==> src/rtl/fsi_pkg.sv <==
package fsi_pkg;

	// Defaults for the top-level parameters.
	localparam int INDEX_WIDTH_DEF    = 48;
	localparam int FEISTEL_ROUNDS_DEF = 6;

	// Mixer constants.
	localparam logic [63:0] GOLDEN_GAMMA = 64'h9e37_79b9_7f4a_7c15;
	localparam logic [63:0] MIX_MUL_A    = 64'hbf58_476d_1ce4_e5b9;
	localparam logic [63:0] MIX_MUL_B    = 64'h94d0_49bb_1331_11eb;
	localparam int          SHIFT_A      = 30;
	localparam int          SHIFT_B      = 27;
	localparam int          SHIFT_C      = 31;

	// The round number is tagged into the round input at this bit.
	localparam int ROUND_TAG_SHIFT = 48;

	// Half width of the Feistel network is capped at one 32-bit word.
	localparam int HALF_MAX = 32;
	localparam int HALF_W   = 6;
	localparam int BITS_W   = 7;

	// Configuration register indexes.
	localparam int CFG_IDX_W = 2;
	typedef enum logic [CFG_IDX_W-1:0] {
		REG_SAMPLE_COUNT   = 2'd0,
		REG_SHUFFLE_SEED   = 2'd1,
		REG_SHUFFLE_ENABLE = 2'd2
	} cfg_reg_t;

	// Status of the half-width unit.
	typedef struct packed {
		logic              ready;
		logic [HALF_W-1:0] half;
	} hw_stat_t;

endpackage

==> src/rtl/fsi_mix.sv <==
module fsi_mix (
	input  logic        clk,
	input  logic        arst_n,
	input  logic        start,
	input  logic [63:0] din,
	output logic        done,
	output logic [63:0] dout
);
	import fsi_pkg::*;

	typedef enum logic [4:0] {
		M_IDLE = 5'b00001,
		M_P0   = 5'b00010,
		M_P1   = 5'b00100,
		M_P2   = 5'b01000,
		M_P3   = 5'b10000
	} mstate_t;

	mstate_t     state_q;
	logic        pass_q;
	logic        done_q;
	logic [63:0] a_q;
	logic [63:0] pp_q;
	logic [63:0] acc_q;
	logic [63:0] res_q;

	logic [63:0] seeded;
	logic [63:0] prod;
	logic [63:0] coef;
	logic [31:0] op_a;
	logic [31:0] op_c;
	logic [63:0] mul_out;

	// The first pass multiplies by one constant, the second pass by the other.
	assign coef   = pass_q ? MIX_MUL_B : MIX_MUL_A;
	assign seeded = din + GOLDEN_GAMMA;

	// Low 64 bits of a 64x64 product from three 32x32 partial products.
	assign prod = acc_q + {pp_q[31:0], 32'b0};

	always_comb begin
		unique case (state_q)
			M_P1: begin
				op_a = a_q[31:0];
				op_c = coef[63:32];
			end
			M_P2: begin
				op_a = a_q[63:32];
				op_c = coef[31:0];
			end
			default: begin
				op_a = a_q[31:0];
				op_c = coef[31:0];
			end
		endcase
	end

	// The one shared multiplier, registered at its output.
	assign mul_out = {32'b0, op_a} * {32'b0, op_c};

	// Sequencer.
	always_ff @(posedge clk or negedge arst_n) begin
		if (!arst_n) begin
			state_q <= M_IDLE;
			pass_q  <= 1'b0;
			done_q  <= 1'b0;
		end else begin
			done_q <= 1'b0;
			unique case (state_q)
				M_IDLE: begin
					if (start) begin
						pass_q  <= 1'b0;
						state_q <= M_P0;
					end
				end
				M_P0: state_q <= M_P1;
				M_P1: state_q <= M_P2;
				M_P2: state_q <= M_P3;
				M_P3: begin
					if (!pass_q) begin
						pass_q  <= 1'b1;
						state_q <= M_P0;
					end else begin
						done_q  <= 1'b1;
						state_q <= M_IDLE;
					end
				end
				default: state_q <= M_IDLE;
			endcase
		end
	end

	// Datapath.
	always_ff @(posedge clk) begin
		pp_q <= mul_out;
		if (start && state_q == M_IDLE) begin
			a_q <= seeded ^ (seeded >> SHIFT_A);
		end else if (state_q == M_P3 && !pass_q) begin
			a_q <= prod ^ (prod >> SHIFT_B);
		end
		if (state_q == M_P1) begin
			acc_q <= pp_q;
		end else if (state_q == M_P2) begin
			acc_q <= prod;
		end
		if (state_q == M_P3 && pass_q) begin
			res_q <= prod ^ (prod >> SHIFT_C);
		end
	end

	assign done = done_q;
	assign dout = res_q;

endmodule

==> src/rtl/fsi_hwidth.sv <==
module fsi_hwidth #(
	parameter int INDEX_WIDTH = fsi_pkg::INDEX_WIDTH_DEF
) (
	input  logic                   clk,
	input  logic                   arst_n,
	input  logic                   start,
	input  logic [INDEX_WIDTH-1:0] nm1,
	output fsi_pkg::hw_stat_t      stat
);
	import fsi_pkg::*;

	localparam int LG     = (INDEX_WIDTH > 1) ? $clog2(INDEX_WIDTH) : 1;
	localparam int STEP_W = (LG > 1) ? $clog2(LG) : 1;

	logic                   run_q;
	logic                   ready_q;
	logic [STEP_W-1:0]      step_q;
	logic [INDEX_WIDTH-1:0] v_q;
	logic [BITS_W-1:0]      b_q;
	logic [HALF_W-1:0]      half_q;

	logic [BITS_W-1:0]      sh;
	logic [INDEX_WIDTH-1:0] v_sh;
	logic [INDEX_WIDTH-1:0] v_nx;
	logic [BITS_W-1:0]      b_nx;
	logic [BITS_W-1:0]      bits;
	logic [BITS_W-1:0]      half_raw;
	logic [HALF_W-1:0]      half_nx;

	// One binary-search step of the bit length of n-1 per cycle.
	assign sh   = BITS_W'(1) << step_q;
	assign v_sh = v_q >> sh;

	always_comb begin
		if (v_sh != '0) begin
			v_nx = v_sh;
			b_nx = b_q + sh;
		end else begin
			v_nx = v_q;
			b_nx = b_q;
		end
	end

	// Half width is the rounded-up half of the bit length, capped.
	assign bits     = b_nx + BITS_W'(v_nx[0]);
	assign half_raw = BITS_W'(bits + BITS_W'(1)) >> 1;
	assign half_nx  = (half_raw > BITS_W'(HALF_MAX)) ? HALF_W'(HALF_MAX)
	                                                 : half_raw[HALF_W-1:0];

	always_ff @(posedge clk or negedge arst_n) begin
		if (!arst_n) begin
			run_q   <= 1'b0;
			ready_q <= 1'b0;
			step_q  <= '0;
		end else if (start) begin
			run_q   <= 1'b1;
			ready_q <= 1'b0;
			step_q  <= STEP_W'(LG - 1);
		end else if (run_q) begin
			if (step_q == '0) begin
				run_q   <= 1'b0;
				ready_q <= 1'b1;
			end else begin
				step_q <= step_q - STEP_W'(1);
			end
		end
	end

	always_ff @(posedge clk) begin
		if (start) begin
			v_q <= nm1;
			b_q <= '0;
		end else if (run_q) begin
			v_q <= v_nx;
			b_q <= b_nx;
			if (step_q == '0) begin
				half_q <= half_nx;
			end
		end
	end

	assign stat.ready = ready_q;
	assign stat.half  = half_q;

endmodule

==> src/rtl/feistel_shuffle_index.sv <==
// Shuffled sample index: maps an epoch number and a position to a sample index.
// Start channel: an item (epoch_number, position) is taken at a clock edge with
// start high and busy low. Each item gives exactly one result, shown for one
// cycle with done high on sample_index and position_error. The receiver cannot
// stall, so the result must be taken in that cycle.
// Configuration: cfg_we, cfg_index and cfg_data write sample_count (0),
// shuffle_seed (1) and shuffle_enable (2). The user must write them only while
// idle; the block does not enforce it. Index 3 is ignored.
// Direct results: a position out of range, disabled shuffling and a sample count of
// one give the result in the cycle after start, with busy staying low.
// Otherwise the block stays busy until the result, which shows in the first
// cycle with busy low. The shared 32x32 multiplier in the mixer does every mix:
// two for the key, then one per Feistel round, each after an issue state; each
// cycle-walk pass ends in one range check.
// Reset: sample_count is 1, shuffle_seed 0, shuffle_enable 1; no result pending.
module feistel_shuffle_index #(
	parameter int INDEX_WIDTH    = fsi_pkg::INDEX_WIDTH_DEF,
	parameter int FEISTEL_ROUNDS = fsi_pkg::FEISTEL_ROUNDS_DEF
) (
	input  logic                         clk,
	input  logic                         arst_n,
	input  logic                         start,
	output logic                         busy,
	input  logic [31:0]                  epoch_number,
	input  logic [INDEX_WIDTH-1:0]       position,
	output logic                         done,
	output logic [INDEX_WIDTH-1:0]       sample_index,
	output logic                         position_error,
	input  logic                         cfg_we,
	input  logic [fsi_pkg::CFG_IDX_W-1:0] cfg_index,
	input  logic [63:0]                  cfg_data
);
	import fsi_pkg::*;

	localparam int RW = (FEISTEL_ROUNDS > 1) ? $clog2(FEISTEL_ROUNDS) : 1;

	typedef enum logic [5:0] {
		S_IDLE   = 6'b000001,
		S_KEYA   = 6'b000010,
		S_KEYB   = 6'b000100,
		S_RSTART = 6'b001000,
		S_RWAIT  = 6'b010000,
		S_WALK   = 6'b100000
	} state_t;

	state_t                 state_q;
	logic [INDEX_WIDTH-1:0] n_q;
	logic [63:0]            seed_q;
	logic                   en_q;
	logic [INDEX_WIDTH-1:0] pos_q;
	logic [63:0]            key_q;
	logic [63:0]            rk_q;
	logic [31:0]            lo_q;
	logic [31:0]            hi_q;
	logic [RW-1:0]          r_q;
	logic                   done_q;
	logic [INDEX_WIDTH-1:0] idx_q;
	logic                   err_q;

	logic                   accept;
	logic                   pos_bad;
	logic                   trivial;
	logic                   need_shuffle;
	logic                   mix_start;
	logic [63:0]            mix_in;
	logic                   mix_done;
	logic [63:0]            mix_res;
	hw_stat_t               hw;
	logic [31:0]            hmask;
	logic [63:0]            pos_wide;
	logic [31:0]            split_lo;
	logic [31:0]            split_hi;
	logic [63:0]            joined;
	logic                   in_range;
	logic [31:0]            f_masked;
	logic [63:0]            round_in;
	logic                   last_round;

	// Configuration registers.
	always_ff @(posedge clk or negedge arst_n) begin
		if (!arst_n) begin
			n_q    <= INDEX_WIDTH'(1);
			seed_q <= '0;
			en_q   <= 1'b1;
		end else if (cfg_we) begin
			unique case (cfg_index)
				REG_SAMPLE_COUNT:   n_q    <= cfg_data[INDEX_WIDTH-1:0];
				REG_SHUFFLE_SEED:   seed_q <= cfg_data;
				REG_SHUFFLE_ENABLE: en_q   <= cfg_data[0];
				default: ;
			endcase
		end
	end

	// Item intake and the cases that need no rounds.
	assign accept       = start && (state_q == S_IDLE);
	assign pos_bad      = position >= n_q;
	assign trivial      = !en_q || (n_q == INDEX_WIDTH'(1));
	assign need_shuffle = accept && !pos_bad && !trivial;

	// Half-width mask and the split and join of the Feistel halves.
	assign hmask    = ~(32'hffff_ffff << hw.half);
	assign pos_wide = 64'(pos_q);
	assign split_lo = pos_wide[31:0] & hmask;
	assign split_hi = 32'(pos_wide >> hw.half) & hmask;
	assign joined   = ({32'b0, hi_q} << hw.half) | {32'b0, lo_q};
	assign in_range = joined < 64'(n_q);

	// Round function input and output.
	assign f_masked   = mix_res[31:0] & hmask;
	assign round_in   = {32'b0, lo_q} ^ rk_q ^ (64'(r_q) << ROUND_TAG_SHIFT);
	assign last_round = r_q == RW'(FEISTEL_ROUNDS - 1);

	// Feeds of the shared mixer.
	always_comb begin
		unique case (state_q)
			S_IDLE: begin
				mix_start = need_shuffle;
				mix_in    = {32'b0, epoch_number};
			end
			S_KEYA: begin
				mix_start = mix_done;
				mix_in    = seed_q ^ mix_res;
			end
			S_RSTART: begin
				mix_start = 1'b1;
				mix_in    = round_in;
			end
			default: begin
				mix_start = 1'b0;
				mix_in    = round_in;
			end
		endcase
	end

	fsi_mix u_mix (
		.clk    (clk),
		.arst_n (arst_n),
		.start  (mix_start),
		.din    (mix_in),
		.done   (mix_done),
		.dout   (mix_res)
	);

	fsi_hwidth #(
		.INDEX_WIDTH (INDEX_WIDTH)
	) u_hwidth (
		.clk    (clk),
		.arst_n (arst_n),
		.start  (need_shuffle),
		.nm1    (n_q - INDEX_WIDTH'(1)),
		.stat   (hw)
	);

	// Sequencer: direct results, key derivation, rounds and the cycle-walk check.
	always_ff @(posedge clk or negedge arst_n) begin
		if (!arst_n) begin
			state_q <= S_IDLE;
			done_q  <= 1'b0;
			r_q     <= '0;
		end else begin
			done_q <= 1'b0;
			unique case (state_q)
				S_IDLE: begin
					if (accept) begin
						if (pos_bad || trivial) begin
							done_q <= 1'b1;
						end else begin
							state_q <= S_KEYA;
						end
					end
				end
				S_KEYA: begin
					if (mix_done) begin
						state_q <= S_KEYB;
					end
				end
				S_KEYB: begin
					if (mix_done) begin
						r_q     <= '0;
						state_q <= S_RSTART;
					end
				end
				S_RSTART: state_q <= S_RWAIT;
				S_RWAIT: begin
					if (mix_done) begin
						if (last_round) begin
							state_q <= S_WALK;
						end else begin
							r_q     <= r_q + RW'(1);
							state_q <= S_RSTART;
						end
					end
				end
				S_WALK: begin
					if (in_range) begin
						done_q  <= 1'b1;
						state_q <= S_IDLE;
					end else begin
						r_q     <= '0;
						state_q <= S_RSTART;
					end
				end
				default: state_q <= S_IDLE;
			endcase
		end
	end

	// Datapath registers.
	always_ff @(posedge clk) begin
		if (accept) begin
			pos_q <= position;
			if (pos_bad) begin
				idx_q <= '0;
				err_q <= 1'b1;
			end else begin
				idx_q <= en_q ? '0 : position;
				err_q <= 1'b0;
			end
		end
		if (state_q == S_KEYB && mix_done) begin
			key_q <= mix_res;
			rk_q  <= mix_res + GOLDEN_GAMMA;
			lo_q  <= split_lo;
			hi_q  <= split_hi;
		end
		if (state_q == S_RWAIT && mix_done) begin
			hi_q <= lo_q;
			lo_q <= (hi_q ^ f_masked) & hmask;
			rk_q <= rk_q + GOLDEN_GAMMA;
		end
		if (state_q == S_WALK) begin
			if (in_range) begin
				idx_q <= joined[INDEX_WIDTH-1:0];
				err_q <= 1'b0;
			end else begin
				rk_q <= key_q + GOLDEN_GAMMA;
			end
		end
	end

	assign busy           = state_q != S_IDLE;
	assign done           = done_q;
	assign sample_index   = idx_q;
	assign position_error = err_q;

	// The mixer reports a finished mix only while the sequencer waits for one.
	assert property (@(posedge clk) disable iff (!arst_n)
		mix_done |-> (state_q == S_KEYA || state_q == S_KEYB || state_q == S_RWAIT))
		else $error("mixer result outside a waiting state");

	// The half width is settled before the halves are split.
	assert property (@(posedge clk) disable iff (!arst_n)
		(state_q == S_KEYB && mix_done) |-> hw.ready)
		else $error("half width not ready at key completion");

	// Both halves stay within the half width.
	assert property (@(posedge clk) disable iff (!arst_n)
		(state_q == S_WALK) |-> (((lo_q & ~hmask) == '0) && ((hi_q & ~hmask) == '0)))
		else $error("Feistel half exceeds its width");

	// A position outside the domain gives a flagged zero on the next cycle.
	assert property (@(posedge clk) disable iff (!arst_n)
		(accept && pos_bad) |=> (done && position_error && sample_index == '0))
		else $error("out-of-range position not flagged");

endmodule

==> config.mk <==
export PLATFORM = sky130hd
export DESIGN_NAME = feistel_shuffle_index
export DESIGN_NICKNAME = d
export VERILOG_FILES = /design/src/rtl/fsi_pkg.sv /design/src/rtl/fsi_mix.sv /design/src/rtl/fsi_hwidth.sv /design/src/rtl/feistel_shuffle_index.sv
export SDC_FILE = /design/constraint.sdc
export NUM_CORES = 2
export LEC_CHECK = 0
export BUFFER_PORTS_ARGS = -buffer_cell sky130_fd_sc_hd__buf_2
export CORE_MARGIN = 2
export CORE_UTILIZATION = 51
export CTS_CLUSTER_SIZE = 8
export DETAILED_ROUTE_END_ITERATION = 7
export PLACE_DENSITY = 0.72
export SLEW_MARGIN = 0
export SYNTH_ARGS = -nofsm -noshare
export SYNTH_HDL_FRONTEND = slang
export SYNTH_SLANG_ARGS = --single-unit
==> constraint.sdc <==
create_clock -name clk -period 12.8 [get_ports clk]
set_input_delay 1.92 -clock clk [delete_from_list [all_inputs] [get_ports clk]]
set_output_delay 1.92 -clock clk [all_outputs]
set_load 0.005 [all_outputs]
# Word-level counts from Yosys, hierarchy flattened

Cells that the tools add are included.

Add/subtract/negate cells: 11
$mul: 1
Magnitude comparators: 3
Eq/ne operators: 25
Shift operators: 5
Mux-type cells: 60
Bitwise logic cells: 14
Reduce and logical (&&, ||, !) cells: 33

Operators by type and width:

| operator                                                             | count |
|---|---|
| 64-bit 2-to-1 mux                                                    | 8 |
| 48-bit 2-to-1 mux                                                    | 8 |
| 64-bit adder, second input constant                                  | 4 |
| 32-bit 2-to-1 mux                                                    | 6 |
| 32-bit AND                                                           | 4 |
| 64-bit case mux with 2 select lines                                  | 1 |
| 64-bit adder                                                         | 1 |
| 64-bit by 48-bit less-than comparator with 1-bit output              | 1 |
| 32-bit by 32-bit multiplier with 64-bit output                       | 1 |
| 64-bit by 32-bit bitwise OR with 64-bit output                       | 1 |
| 32-bit by 6-bit << shifter with 64-bit output                        | 1 |
| 32-bit by 64-bit bitwise XOR with 64-bit output                      | 1 |
| 64-bit by 33-bit bitwise XOR with 64-bit output                      | 1 |
| 64-bit by 34-bit bitwise XOR with 64-bit output                      | 1 |
| 64-bit by 37-bit bitwise XOR with 64-bit output                      | 1 |
| 64-bit by 51-bit bitwise XOR with 64-bit output                      | 1 |
| 64-bit bitwise XOR                                                   | 1 |
| 62-bit 2-to-1 mux                                                    | 1 |
| 48-bit by 1-bit == test with 1-bit output, second input constant     | 1 |
| 48-bit >= comparator                                                 | 1 |
| 48-bit nonzero test                                                  | 1 |
| 48-bit by 6-bit right shift with 32-bit output                       | 1 |
| 48-bit by 7-bit right shift with 48-bit output                       | 1 |
| 48-bit by 1-bit subtractor with 48-bit output, second input constant | 1 |
| other kinds (50)                                                     | 103 |

Flip-flop bits (word level): 740
Input port bits: 150
Word-level logic and storage cells: 178

# Depth between registers and ports, before layout

Depth in word-level cells: 7
Mapped depth: 40

# Modules after synthesis

A second synthesis with hierarchy kept.

Cells, all modules: 8632
Area, all modules: 79845.3 µm²

Modules (own cells, without submodules):

| module                | times used | cells each | area each (µm²) | sequential area each (µm²) |
|---|---|---|---|---|
| fsi_mix               | 1          | 4344       | 42325.6         | 7223.2 |
| feistel_shuffle_index | 1          | 3472       | 30340.3         | 10628.9 |
| fsi_hwidth            | 1          | 816        | 7179.4          | 1886.8 |

# Worst setup path after synthesis

Ideal clock, no wire load.

Kind: register to register
Start: register u_mix.state_q[0]
End: register u_mix.pp_q[58]
Arrival: 9.608 ns
Required time: 12.673 ns
Setup slack: 3.065 ns
Cell stages (with the launch flop): 37
Path buffers: 3
Cells stage by stage: dfstp_2 > nor3_1 > nand3b_1 > clkbuf_1 > buf_1 > clkbuf_1 > nand2_1 > nand2_1 > clkinv_1 > nor2_1 > inv_1 > fa_1 > inv_1 > fa_1 > fa_1 > inv_1 > fa_1 > inv_1 > fa_1 > fa_1 > fa_1 > inv_1 > fa_1 > inv_1 > ha_1 > nand2_1 > nor2_1 > and3_1 > a32oi_1 > nor4bb_1 > a21oi_1 > o311ai_0 > o31a_1 > o211ai_1 > a41oi_1 > o21ai_0 > xor2_1

Word-level cells in the longest chain between the ends: 3
Elaborated cells on any way between the ends: 5
Classes of those cells: mul (1); eq/ne (2); mux (2)

RTL lines:

| what                                                                                                 | line          | RTL |
|---|---|---|
| from (decl)                                                                                          | fsi_mix.sv:19 | `mstate_t state_q;` |
| from (signal assigned)                                                                               | fsi_mix.sv:64 | `state_q <= M_IDLE;` |
| from (signal assigned)                                                                               | fsi_mix.sv:73 | `state_q <= M_P0;` |
| from (signal assigned)                                                                               | fsi_mix.sv:76 | `M_P0: state_q <= M_P1;` |
| 5-bit by 4-bit == test with 1-bit output or 5-bit by 3-bit == test with 1-bit output (tied branches) | fsi_mix.sv:42 | `unique case (state_q)` |
| 32-bit 2-to-1 mux                                                                                    | fsi_mix.sv:42 |  |
| 32-bit by 32-bit multiplier with 64-bit output (*)                                                   | fsi_mix.sv:59 | `assign mul_out = {32'b0, op_a} * {32'b0, op_c};` |
| named net u_mix.mul_out[58]                                                                          | fsi_mix.sv:32 | `logic [63:0] mul_out;` |
| to (signal assigned)                                                                                 | fsi_mix.sv:95 | `pp_q <= mul_out;` |
| to (decl)                                                                                            | fsi_mix.sv:23 | `logic [63:0] pp_q;` |

Mark *: on every way through the listed nets, which the timed path passes. The rest lies on a longest branch.
A chain may end at the register's enable or synchronous reset.

# Worst setup path after layout

Start: register u_mix.state_q[4]
End: register u_mix.pp_q[63]

The elaborated chain is that of the path after synthesis.

==> results.md <==
- Mean Syn Cell Area: 9.28 µm²
- Cell variety after synth: 111
- Flop pwr share: 0.426
- Top Metal Used: met4
- DP Worst Slack: 1.86 ns
- Area of the multi-input gates: 52900 µm²
- Combinational share of power: 0.140
- Hold Vio Cnt, Final: 0
- Synth async-reset ratio: 0.181
- Final setup vio count: 0
- Crit end category: flop
- Worst reg2reg path depth: 33
- Clk sinks: 740
- CTS-repair resized insts: 0
- Largest net degree at the start of global routing: 124
- Reg area: 19700 µm²
- CTS tree: yes
- Rows: 144
- Clock Skews: 0.0800 ns
- GRT Resource Usage Total: 0.404
- Most common cell in the netlist: inv_1
- Drt wl/cell: 30.3 µm
- Fmax: 89.5 MHz
- Initial core utilization: 0.512
- Port bufs: 200
- Worst path slowest cell: nor3_1
- Grt ovf: 0
- Crit path largest cell delay: 1.07 ns
- P&R area growth vs syn: 7.68%
- Hold Crit Class: flop to flop
- Worst Setup Path Type: flop to flop
- Psw: 1.78 mW
- FF+latch count, synth: 740
- Placer Congestion: 1.09
- Cell Area, Placed: 81600 µm²
- Mapped Nets: 9920
- Internal power: 4.42 mW
- Post-Synthesis Cells: 8472
- Sum Neg Setup Slack: 0 ns
- Final Util: 0.551
- DRT Pass-1 Iters: 8
- CP Data Arrival Time: 11.73 ns
- Final slew viol count: 0
- Total die area: 157000 µm²
- Clock Path Buffers: 3
- Final WS setup: 1.62 ns
- Synth area leaders: fa_1, edfxtp_1, ha_1
- Maximum VDD drop: 0.106 mV
- YS warnings: 0
- Unrepaired setup endpoints after global routing: no
- Most common cell on crit path: fa_1
- Final Critical Period: 11.18 ns
- Vias in the first global route: 66.6k
- Root Buffer: clkbuf_16
- Initial antenna violation count: 8
- Boundary pin count: 201
- CP required: 13.35 ns
- Die width: 397 µm
- Cell area after layout: 84700 µm²
- Leakage: 37.5 nW
- Met1 wire length: 124000 µm
- Max-cap viol count: 0
- Via Count: 68.1k
- Worst slew pin tran: 1.37 ns
- Final period utilization: 0.873
- Synth cell count leaders: inv_1, fa_1, nand2_1, nor2_1, ha_1
- Vias per inst: 6.42
- Critical Path Source Type: flop
- Hold buffers post-CTS: 0
- # fillers: 13.8k
- Sequential area share after synthesis: 0.251
- Ratio of cells with drive above 1 in the final layout: 0.0855
- Final nets: 9917
- Cell area after synthesis: 78600 µm²
- Routed wl met2: 138000 µm
- Clock share of power: 0.435
- Power Density: 73.2 nW/µm²
- 1st-iter DRT viols: 10.0k
- First-pass GRT wire length: 463000 µm
- DRC Markers: 0
- Critical path fanouts, max: 12
- Clk_lat worst skew: 0.77 ns
- Wire length on met3: 39700 µm
- H-tree depth: 3
- Die height: 397 µm
- Min-Delay Path Depth: 2
- Worst-path clk slew: 0.05 ns
- Core area: 154000 µm²
- CTS Buf Count: 103
- Status: finished clean
- Routed Antenna Nets: 0
- Cell taking the most area after synthesis: fa_1
- DRT Wirelength: 321000 µm
- Share of the synthesized area in the top cell type: 0.202
- Post-CTS Repair Setup Buffers: 0
- Post-DP HPWL: 257000 µm
- Post-synth EDFFs: 422
- Ys flop type: edfxtp_1
- Worst slew margin: 0.0785
- Switching share of power: 0.287
## registers in the layout, indices dropped and copies added, names as in the netlist, 48 cells and up
| register | flops |
|---|---|
| u_hwidth.v_q | 48 |
| rk_q | 64 |
| key_q | 64 |
| u_mix.a_q | 64 |
| u_mix.dout | 64 |
| seed_q | 64 |
| pos_q | 48 |
| u_mix.pp_q | 64 |
| n_q | 48 |
| sample_index | 48 |
| u_mix.acc_q | 64 |
## area by class of cell
type | instances | area share
sequential | 740 | 0.233
antenna | 10 | 0.000295
clock buffer | 185 | 0.0343
timing repair buffer | 323 | 0.0234
tap | 2044 | 0.0302
inverter | 1171 | 0.0520
clock inverter | 8 | 0.00214
multi-input combinational | 6130 | 0.625
## cell families (layout without fill, tap and decap cells)
family	Yosys count	after routing	synth area share
flops	740	740	0.251
other cells	0	10	0
buf+inv	1602	1687	0.0781
mux	342	342	0.0568
fa+ha+maj	1298	1298	0.282
simple gates	2187	2187	0.127
compound gates	1744	1744	0.141
xor+xnor	559	559	0.0643
## critical path, delay by kind of cell (launching register included)
kind | cells | cell delay (ns)
flip-flops | 1 | 0.43
buffers and inverters | 7 | 1.32
XOR/XNOR | 1 | 0.10
AND/OR/NAND/NOR | 6 | 2.25
AO/OA/AOI/OAI | 10 | 2.27
adder cells (fa/ha/maj) | 9 | 4.55
## cell usage in the layout, fill, tap and decap left out, types with 73 or more instances in the layout
| master | instances |
|---|---|
| buf_2 | 199 |
| inv_1 | 1148 |
| dfrtp_1 | 128 |
| nand3_1 | 100 |
| nor3_1 | 167 |
| mux2_2 | 118 |
| ha_1 | 503 |
| o22ai_1 | 73 |
| clkbuf_1 | 80 |
| clkbuf_16 | 103 |
| xor2_1 | 217 |
| xnor2_1 | 328 |
| dfxtp_1 | 184 |
| fa_1 | 794 |
| o21ai_0 | 436 |
| nor2_1 | 682 |
| mux2i_1 | 149 |
| a21o_1 | 107 |
| buf_4 | 119 |
| a21oi_1 | 470 |
| nand2_1 | 770 |
| edfxtp_1 | 422 |
## per-layer routing
layer / vias up / track usage
li1: 28808 / -
met1: 33742 / 0.554
met2: 4760 / 0.602
met3: 816 / 0.0907
met4: 0 / 0.200
met5: - / 0
## power by group through the flow
stage | Clock (mW) | Combinational [mW] | Sequential (mW)
2_1_floorplan | 0 | 0.513 | 2.65
3_3_place_gp | 0 | 0.808 | 2.68
3_5_place_dp | 0 | 0.820 | 2.68
4_1_cts | 2.69 | 0.831 | 2.63
5_1_grt | 2.80 | 0.899 | 2.64
6_report | 2.69 | 0.864 | 2.64
## worst paths after layout
check	slack [ns]	to	from
max	1.62	u_mix.pp_q[63]	u_mix.state_q[4]
min	0.50	u_mix.acc_q[38]	u_mix.pp_q[38]
max reg2reg	1.62	u_mix.pp_q[63]	u_mix.state_q[4]
min reg2reg	0.50	u_mix.acc_q[38]	u_mix.pp_q[38]
max in group asynchronous	9.63	seed_q[31]	arst_n
min in group asynchronous	1.11	n_q[46]	arst_n
## through the flow
step	power, mW	hold slack (ns)	instances
after floorplan	3.16	0.424	8472
after global placement	3.48	0.474	10408
after detailed placement	3.50	0.485	10408
after CTS	6.16	0.499	10601
after global routing	6.33	0.521	10601
final	6.20	0.502	10611
(Power assumes the default switching activity.)
